### src/rtl/est_pkg.sv
// Package for the escape sequence tokenizer.
// Holds parse modes, character codes, widths and the listed-escape lookup.
// No dependencies.
package est_pkg;

  localparam int CP_W = 21;
  localparam int ACC_W = 24;
  localparam int MAX_HEX_DIGITS_DEF = 6;

  typedef enum logic [2:0] {
    MODE_IDLE      = 3'd0,
    MODE_ESC       = 3'd1,
    MODE_AFTER_U   = 3'd2,
    MODE_HEX       = 3'd3,
    MODE_ERR_BRACE = 3'd4,
    MODE_ERR_HEX   = 3'd5,
    MODE_ERR_LEN   = 3'd6
  } est_mode_t;

  typedef logic [CP_W-1:0] est_cp_t;

  localparam est_cp_t CH_BSL    = 21'h5C;
  localparam est_cp_t CH_U      = 21'h75;
  localparam est_cp_t CH_LBRACE = 21'h7B;
  localparam est_cp_t CH_RBRACE = 21'h7D;
  localparam est_cp_t CH_A      = 21'h61;
  localparam est_cp_t CH_B      = 21'h62;
  localparam est_cp_t CH_E      = 21'h65;
  localparam est_cp_t CH_F      = 21'h66;
  localparam est_cp_t CH_N      = 21'h6E;
  localparam est_cp_t CH_R      = 21'h72;
  localparam est_cp_t CH_T      = 21'h74;
  localparam est_cp_t CH_V      = 21'h76;
  localparam est_cp_t CH_0      = 21'h30;
  localparam est_cp_t CH_9      = 21'h39;
  localparam est_cp_t CH_UP_A   = 21'h41;
  localparam est_cp_t CH_UP_F   = 21'h46;

  typedef struct packed {
    est_mode_t        status;
    logic             token_valid;
    logic [ACC_W-1:0] token_codepoint;
    logic             was_escaped;
    logic             plain_escape;
  } est_result_t;

  // Character code for a listed escape letter or backslash, zero when not listed.
  function automatic logic [7:0] simple_escape(input est_cp_t c);
    logic [7:0] s;
    begin
      unique case (c)
        CH_A:    s = 8'h07;
        CH_B:    s = 8'h08;
        CH_E:    s = 8'h1B;
        CH_F:    s = 8'h0C;
        CH_N:    s = 8'h0A;
        CH_R:    s = 8'h0D;
        CH_T:    s = 8'h09;
        CH_V:    s = 8'h0B;
        CH_BSL:  s = 8'h5C;
        default: s = 8'h00;
      endcase
      return s;
    end
  endfunction

endpackage

### src/rtl/est_decode.sv
// Next-state and token logic of the escape sequence tokenizer.
// Purely combinational; depends on est_pkg.
module est_decode #(
  parameter int MAX_HEX_DIGITS = est_pkg::MAX_HEX_DIGITS_DEF,
  parameter int CNT_W = $clog2(MAX_HEX_DIGITS + 2)
) (
  input  est_pkg::est_cp_t              c,
  input  est_pkg::est_mode_t            mode,
  input  logic [CNT_W-1:0]              cnt,
  input  logic [est_pkg::ACC_W-1:0]     acc,
  output est_pkg::est_mode_t            mode_nxt,
  output logic [CNT_W-1:0]              cnt_nxt,
  output logic [est_pkg::ACC_W-1:0]     acc_nxt,
  output est_pkg::est_result_t          res
);
  import est_pkg::*;

  logic [7:0]       esc_char;
  logic             is_hex;
  logic [3:0]       hex_val;
  logic [CNT_W-1:0] cnt_inc;

  assign esc_char = simple_escape(c);
  assign cnt_inc  = cnt + CNT_W'(1);

  always_comb begin
    is_hex  = 1'b1;
    hex_val = c[3:0];
    if (c >= CH_0 && c <= CH_9) begin
      hex_val = c[3:0];
    end else if ((c >= CH_A && c <= CH_F) || (c >= CH_UP_A && c <= CH_UP_F)) begin
      hex_val = c[3:0] + 4'd9;
    end else begin
      is_hex = 1'b0;
    end
  end

  always_comb begin
    mode_nxt = mode;
    cnt_nxt  = cnt;
    acc_nxt  = acc;
    res.token_valid     = 1'b0;
    res.token_codepoint = '0;
    res.was_escaped     = 1'b0;
    res.plain_escape    = 1'b0;
    unique case (mode)
      MODE_IDLE: begin
        if (c == CH_BSL) begin
          mode_nxt = MODE_ESC;
        end else begin
          res.token_valid     = 1'b1;
          res.token_codepoint = ACC_W'(c);
        end
      end
      MODE_ESC: begin
        if (esc_char != 8'h00) begin
          res.token_valid     = 1'b1;
          res.token_codepoint = ACC_W'(esc_char);
          res.was_escaped     = 1'b1;
          mode_nxt            = MODE_IDLE;
        end else if (c == CH_U) begin
          mode_nxt = MODE_AFTER_U;
        end else begin
          res.token_valid     = 1'b1;
          res.token_codepoint = ACC_W'(c);
          res.was_escaped     = 1'b1;
          res.plain_escape    = 1'b1;
          mode_nxt            = MODE_IDLE;
        end
      end
      MODE_AFTER_U: begin
        if (c == CH_LBRACE) begin
          mode_nxt = MODE_HEX;
          cnt_nxt  = '0;
          acc_nxt  = '0;
        end else begin
          mode_nxt = MODE_ERR_BRACE;
        end
      end
      MODE_HEX: begin
        if (c == CH_RBRACE) begin
          res.token_valid     = 1'b1;
          res.token_codepoint = acc;
          res.was_escaped     = 1'b1;
          mode_nxt            = MODE_IDLE;
        end else begin
          cnt_nxt = cnt_inc;
          if (cnt_inc > CNT_W'(MAX_HEX_DIGITS)) begin
            mode_nxt = MODE_ERR_LEN;
          end else if (!is_hex) begin
            mode_nxt = MODE_ERR_HEX;
          end else begin
            acc_nxt = {acc[ACC_W-5:0], hex_val};
          end
        end
      end
      default: begin
      end
    endcase
    res.status = mode_nxt;
  end

endmodule

### src/rtl/escape_sequence_tokenizer.sv
// Top level of the escape sequence tokenizer: input register, parse state,
// result register and handshakes. Depends on est_pkg and est_decode.
//
//   channel | direction | tdata                       | tuser
//   in_     | slave     | codepoint [20:0]            | -
//   out_    | master    | token_codepoint [23:0]      | status, token_valid,
//           |           |                             | was_escaped, plain_escape
//
// One item per cycle sustained while out_tready stays high. Each item passes
// through the input register and then the result register to out_tvalid.
// The parse mode, digit count and hex accumulator update in the same cycle
// that an item moves from the input register into the result register.
// rst_n (synchronous, active low) returns the parser to idle and empties both
// registers. A stalled output holds its item and back-pressures the input.
module escape_sequence_tokenizer #(
  parameter int MAX_HEX_DIGITS = est_pkg::MAX_HEX_DIGITS_DEF
) (
  input  logic        clk,
  input  logic        rst_n,
  input  logic        in_tvalid,
  output logic        in_tready,
  input  logic [23:0] in_tdata,   // [20:0] codepoint
  output logic        out_tvalid,
  input  logic        out_tready,
  output logic [23:0] out_tdata,  // [23:0] token_codepoint
  output logic [5:0]  out_tuser   // [2:0] status, [3] token_valid, [4] was_escaped,
                                  // [5] plain_escape
);
  import est_pkg::*;

  localparam int CNT_W = $clog2(MAX_HEX_DIGITS + 2);

  logic             in_vld_r;
  est_cp_t          in_cp_r;
  logic             out_vld_r;
  est_result_t      res_r;
  est_mode_t        mode_r;
  logic [CNT_W-1:0] cnt_r;
  logic [ACC_W-1:0] acc_r;

  est_mode_t        mode_nxt;
  logic [CNT_W-1:0] cnt_nxt;
  logic [ACC_W-1:0] acc_nxt;
  est_result_t      res_nxt;
  logic             move;
  logic             in_acc;

  assign move      = in_vld_r && (!out_vld_r || out_tready);
  assign in_tready = !in_vld_r || move;
  assign in_acc    = in_tvalid && in_tready;

  est_decode #(
    .MAX_HEX_DIGITS(MAX_HEX_DIGITS),
    .CNT_W(CNT_W)
  ) u_decode (
    .c        (in_cp_r),
    .mode     (mode_r),
    .cnt      (cnt_r),
    .acc      (acc_r),
    .mode_nxt (mode_nxt),
    .cnt_nxt  (cnt_nxt),
    .acc_nxt  (acc_nxt),
    .res      (res_nxt)
  );

  always_ff @(posedge clk) begin
    if (!rst_n) begin
      in_vld_r  <= 1'b0;
      out_vld_r <= 1'b0;
      mode_r    <= MODE_IDLE;
      cnt_r     <= '0;
      acc_r     <= '0;
    end else begin
      if (in_acc) begin
        in_vld_r <= 1'b1;
      end else if (move) begin
        in_vld_r <= 1'b0;
      end
      if (move) begin
        out_vld_r <= 1'b1;
        mode_r    <= mode_nxt;
        cnt_r     <= cnt_nxt;
        acc_r     <= acc_nxt;
      end else if (out_tready) begin
        out_vld_r <= 1'b0;
      end
    end
  end

  always_ff @(posedge clk) begin
    if (in_acc) begin
      in_cp_r <= in_tdata[CP_W-1:0];
    end
    if (move) begin
      res_r <= res_nxt;
    end
  end

  assign out_tvalid = out_vld_r;
  assign out_tdata  = res_r.token_codepoint;
  assign out_tuser  = {res_r.plain_escape, res_r.was_escaped, res_r.token_valid,
                       res_r.status};

  // Error modes are sticky until reset.
  a_err_sticky: assert property (@(posedge clk) disable iff (!rst_n)
    (mode_r == MODE_ERR_BRACE || mode_r == MODE_ERR_HEX || mode_r == MODE_ERR_LEN)
    |=> mode_r == $past(mode_r))
    else $error("error mode left without reset");

  // Inside a hex sequence the digit count never passes the limit.
  a_cnt_bound: assert property (@(posedge clk) disable iff (!rst_n)
    mode_r == MODE_HEX |-> cnt_r <= CNT_W'(MAX_HEX_DIGITS))
    else $error("digit count beyond limit in hex mode");

  // A shown result with no token carries a zero codepoint and no flags.
  a_no_token: assert property (@(posedge clk) disable iff (!rst_n)
    (out_vld_r && !res_r.token_valid) |->
    (res_r.token_codepoint == '0 && !res_r.was_escaped && !res_r.plain_escape))
    else $error("token fields set without a token");

  // A literal escape is always an escaped token.
  a_plain: assert property (@(posedge clk) disable iff (!rst_n)
    (out_vld_r && res_r.plain_escape) |-> (res_r.was_escaped && res_r.token_valid))
    else $error("plain escape without escaped token");

  // The result status matches the parse mode it left behind.
  a_status: assert property (@(posedge clk) disable iff (!rst_n)
    move |=> res_r.status == mode_r)
    else $error("status differs from parse mode");

endmodule
### config.mk
export PLATFORM = sky130hd
export DESIGN_NAME = escape_sequence_tokenizer
export DESIGN_NICKNAME = d
export VERILOG_FILES = /design/src/rtl/est_pkg.sv /design/src/rtl/est_decode.sv /design/src/rtl/escape_sequence_tokenizer.sv
export SDC_FILE = /design/constraint.sdc
export NUM_CORES = 1
export LEC_CHECK = 0
export BUFFER_PORTS_ARGS = -buffer_cell sky130_fd_sc_hd__buf_4
export CAP_MARGIN = 20
export CORE_MARGIN = 5
export CORE_UTILIZATION = 40
export CTS_BUF_LIST = sky130_fd_sc_hd__clkbuf_8 sky130_fd_sc_hd__clkbuf_16
export CTS_CLUSTER_DIAMETER = 120
export DETAILED_ROUTE_END_ITERATION = 16
export SLEW_MARGIN = 0
export SYNTH_ARGS = -nofsm -noshare
export SYNTH_HDL_FRONTEND = slang
export SYNTH_SLANG_ARGS = --single-unit
### constraint.sdc
create_clock -name clk -period 2.51 [get_ports clk]
set_input_delay 0.3765 -clock clk [delete_from_list [all_inputs] [get_ports clk]]
set_output_delay 0.3765 -clock clk [all_outputs]
set_load 0.03 [all_outputs]
=== Word level (Yosys, flattened, before mapping) ===
Cells that the tools add are included.
W data, S select, Z words.

* Div/mod/pow operators: 0
* $mul: 0
* Equality and inequality tests: 19
* Mux-type cells: 31
* Bitwise gates (word level): 1
* Magnitude comparators: 7
* $add $sub $neg: 2
* Reduce and logical (&&, ||, !) cells: 18
* Shift-type cells: 0

{| class="wikitable"
|+ Operators by type and width
! cell !! count
|-
| $eq A21 B7 Y1 const B || 12
|-
| $mux W24 || 4
|-
| $pmux W25 S3 || 1
|-
| $pmux W7 S9 || 1
|-
| $mux W26 || 2
|-
| $pmux W24 S2 || 1
|-
| $ge A21 B7 Y1 const B || 2
|-
| $le A21 B7 Y1 const B || 2
|-
| $mux W27 || 1
|-
| $mux W25 || 1
|-
| $ge A21 B6 Y1 const B || 1
|-
| $le A21 B6 Y1 const B || 1
|-
| $mux W3 || 7
|-
| $pmux W3 S4 || 1
|-
| $mux W4 || 2
|-
| $reduce_bool A8 Y1 || 1
|-
| $eq A3 B2 Y1 const B || 2
|-
| $mux W1 || 6
|-
| $pmux W3 S2 || 1
|-
| $reduce_and A6 Y1 || 1
|-
| $reduce_bool A2 Y1 || 3
|-
| $logic_and A1 B1 Y1 || 5
|-
| $add A4 B4 Y4 const B || 1
|-
| $mux W2 || 2
|-
| 12 further kinds || 17
|}

* Bits in registers: 83
* Bits of input ports: 28
* Memory bits (read-only): 0
* Memories: 0
* Latch bits: 0
* Output and inout bits: 32
* Logic and storage cells: 89
* Memory bits (writable): 0

=== Depth between registers and ports, before layout ===
* Depth in word-level cells: 9
* Mapped depth: 10
* Gate-level depth less buffers: 8

=== By module ===
A second synthesis with hierarchy kept.

* Cell total of the unflattened synthesis: 430
* Area total of the unflattened synthesis: 4553.1 µm²

{| class="wikitable"
|+ By module, submodules not included
! module !! instances !! area an instance (µm²) !! cells each !! seq. area each (µm²)
|-
| escape_sequence_tokenizer || 1 || 2850.2 || 191 || 2172.1
|-
| est_decode || 1 || 1702.9 || 239 || 0.0
|}

=== Worst setup path after synthesis ===
No wires, ideal clock.

* Kind: reg2reg
* From: reg in_cp_r[1]
* To: reg res_r, in the netlist out_tdata[5] (data pin)
* Arrival: 2.267 ns
* Path buffers: 1
* Stages on the path, launching flop included: 10
* Library setup time: 0.131 ns
* Clock period less this slack: 2.398 ns
* Path slack: 0.112 ns
* Required time: 2.379 ns
* Cells stage by stage: edfxtp_1 > inv_1 > ha_1 > and2_1 > o31a_1 > o21ai_1 > nand2_1 > o31ai_4 > buf_2 > a22o_1

{| class="wikitable"
|+ RTL lines
! element !! RTL line !! text
|-
| from (decl) || escape_sequence_tokenizer.sv:34 || <nowiki>est_cp_t in_cp_r;</nowiki>
|-
| from (signal assigned) || escape_sequence_tokenizer.sv:92 || <nowiki>in_cp_r <= in_tdata[CP_W-1:0];</nowiki>
|-
| to (signal assigned) || escape_sequence_tokenizer.sv:95 || <nowiki>res_r <= res_nxt;</nowiki>
|-
| to (decl) || escape_sequence_tokenizer.sv:36 || <nowiki>est_result_t res_r;</nowiki>
|}

==> flow_metrics.py <==
metrics = {
    "floorplan": {
        "die_w_um": 107,
        "design.die.area_mm2": 0.0114,
        "rows": 35,
        "core_area_mm2": 0.00915,
        "initial_core_util": 0.408,
        "pin_count": 60,
        "die_h_um": 107,
    },
    "grt": {
        "grt_max_degree": 27,
        "grt_pass1_vias": 2610,
        "antenna_found_initial": 0,
        "grt_pass1_wl_um": 13300,
        "track_usage": 0.150,
        "gr-total-overflow": 0,
    },
    "synth": {
        "syn_inst": 302,
        "synth_top_area_share": 0.411,
        "yosysTopAreaCell": "edfxtp_1",
        "syn_area_mm2": 0.00373,
        "async_reset_ff_frac": 0,
        "synth_edf_count": 51,
        "syn_nets": 336,
        "synth_seq_cells": 83,
        "synth_warnings": 0,
        "yosysMostFrequentCell": "edfxtp_1",
        "synth_cell_types": 66,
        "synth_commonest_cells": "51 x edfxtp_1, 37 x a22o_1, 32 x dfxtp_1, 17 x nor2_1, 15 x a21oi_1",
        "syn_area_per_cell_um2": 12.4,
        "ys_top_cells_by_area": "edfxtp_1 41%, dfxtp_1 17%, a22o_1 8.7%, a21oi_1 2.0%, ha_1 2.0%",
        "synthFlopType": "edfxtp_1",
        "ys_seq_area_frac": 0.582,
    },
    "power_and_ir_drop": {
        "peakVddDrop_mv": 0.236,
        "powerDensity_mw_per_mm2": 585,
        "p_leak_nw": 1.74,
        "power_mw": 2.68,
    },
    "critical_path": {
        "r2r_cells": 7,
        "path_cells": "or3b_1, nor2_2, nand2_1, a22oi_2, o31ai_4, buf_12, a221o_1",
        "rr_startpoint": "in_cp_r[6]",
        "worstSetupPathType": "reg2reg",
        "critPathLaunch": "in_cp_r[6]",
        "worstPathArrival_ns": 2.46,
        "timing.critical_path.buf_inv": 1,
        "slowest_delay_ns": 0.48,
        "required_ns": 2.60,
        "worst_setup_path_end_kind": "flip-flop",
        "worstPathMaxFanout": 18,
        "start_kind": "flip-flop",
        "worst_path_max_delay_cell": "edfxtp_1",
        "cp_top_family": "simple AND/OR/NAND/NOR gates",
        "crit_cells": 7,
    },
    "timing": {
        "max_freq_mhz": 422,
        "hold_violations": 0,
        "worst_pin_slew_ns": 0.982,
        "drv_slew": 0,
        "fin_crit_sh": 0.944,
        "finClkSkew_ns": 0.0147,
        "setup_viol": 0,
        "slew_headroom": 0.346,
        "rsz0062_at_grt": "false",
        "fin_tns_setup_ns": 0,
        "setup_ws_ns": 0.139,
        "min_period_ns": 2.37,
    },
    "finish": {
        "n_fill_cell": 816,
        "nNetsFinal": 407,
        "drive_above_1_share": 0.294,
        "antenna_cells": 0,
        "syn2layout_area_growth_pct": 22.9,
    },
    "clock_tree": {
        "cts_tree": "built",
        "clockBufferDepth": 2,
        "cts_buffers": 9,
        "clock-sinks": 83,
        "clock_latency_ns": 0.35,
        "cts.reportedPaths.clkPinSlew_ns": 0.09,
        "cts_root_buf": "clkbuf_8",
        "post_cts_buffers": 0,
        "h-tree-depth": 3,
    },
    "drt": {
        "vias_per_cell": 5.48,
        "dr_total_vias": 2682,
        "drt_wl_total_um": 8120,
        "drt_iter0_drc": 113,
        "wire_per_inst_um": 16.6,
        "antenna_left": 0,
        "drc": 0,
        "first_pass_iters": 4,
    },
    "placement": {
        "dp_hpwl_um": 5770,
        "place_ws_ns": 0.105,
        "placement.io_buffers": 56,
        "gp_congestion": 0.883,
    },
    "run": {
        "max_cap_violations": 0,
    },
    "run_status": {
        "status": "completed",
    },
    "hold_path": {
        "min_from": "in_tdata[19]",
        "holdPathStages": 1,
        "min_path_type": "in2reg",
    },
}
## layout make-up
type / instances / area, um^2 / share of cell area
clock buffers: 9 / 124 / 0.0270
clock inverters: 7 / 55.1 / 0.0120
inverters: 8 / 30.0 / 0.00655
multi-input cells: 194 / 1460 / 0.319
flip-flops and latches: 83 / 2170 / 0.474
well taps: 111 / 139 / 0.0303
repair buffers: 77 / 603 / 0.132
## metrics by stage
stage               instances  utilization  hold WS, ns  instance area, um^2
floorplan                 302            -        0.440                 3730
CTS                       489        0.497        0.182                 4550
global placement          473        0.478        0.453                 4370
global route              489        0.501        0.173                 4580
finish                    489        0.501        0.194                 4580
detailed placement        473        0.478        0.460                 4370
## final timing paths
path | to | slack, ns
hold / removal | in_cp_r[19] | 0.19
setup / recovery | out_tdata[2] | 0.14
hold reg to reg | acc_r[21] | 0.48
setup reg to reg | out_tdata[2] | 0.14
## routing by layer
metal	vias to the layer above	global-route usage	wire length, um
met5	-	0	0
met4	0	0.0539	134
met3	12	0.0273	382
met2	63	0.240	3760
met1	1281	0.202	3840
li1	1326	-	-
## worst register-to-register path: stages (launching register included)
cell and delay, ns:
edfxtp_1 0.48, or3b_1 0.41, nor2_2 0.22, nand2_1 0.12, a22oi_2 0.28, o31ai_4 0.12, buf_12 0.17, a221o_1 0.31
## sequential cells by signal, summed over array words and instances, names as in the netlist
signal / count
out_tuser: 6
in_vld_r: 1
out_tdata: 24
in_cp_r: 21
out_tvalid: 1
mode_r: 3
cnt_r: 3
acc_r: 24
## where the power goes
group          total, mW  internal (mW)  switching [mW]
registers           1.53           1.50          0.0302
logic              0.275          0.118           0.157
clock network      0.873          0.368           0.506
## logic make-up (layout without fill, tap and decap cells)
group,after synthesis,count (layout),synth area share
adders and majority gates,6,6,0.0201
xor gates and xnor gates,3,3,0.00705
DFF,83,83,0.582
and+or+nand+nor,86,86,0.141
buffers and inverters,25,101,0.0352
AOI/OAI and AO/OA,96,96,0.206
muxes,3,3,0.00805
## cells in the final DEF, fill, tap and decap left out, types with 4 or more instances in the layout
| cell type | n |
|---|---|
| and2_1 | 6 |
| nand2b_1 | 5 |
| o21ai_0 | 7 |
| a21oi_1 | 15 |
| dfxtp_1 | 32 |
| nand3_1 | 4 |
| a22o_1 | 37 |
| buf_4 | 75 |
| clkbuf_8 | 9 |
| ha_1 | 6 |
| edfxtp_1 | 51 |
| a221o_1 | 5 |
| nor3_1 | 8 |
| nor2_1 | 17 |
| nand2_1 | 13 |
| inv_1 | 9 |
| nor2b_1 | 5 |
| o21ai_1 | 4 |
## what timing repair did
| item | CTS | global route |
|---|---|---|
| gates resized for setup | 0 | 6 |
| setup endpoints to repair | 0 | 39 |
| hold buffers | 0 | 0 |
No activity file was read; power rests on OpenSTA's default activity.
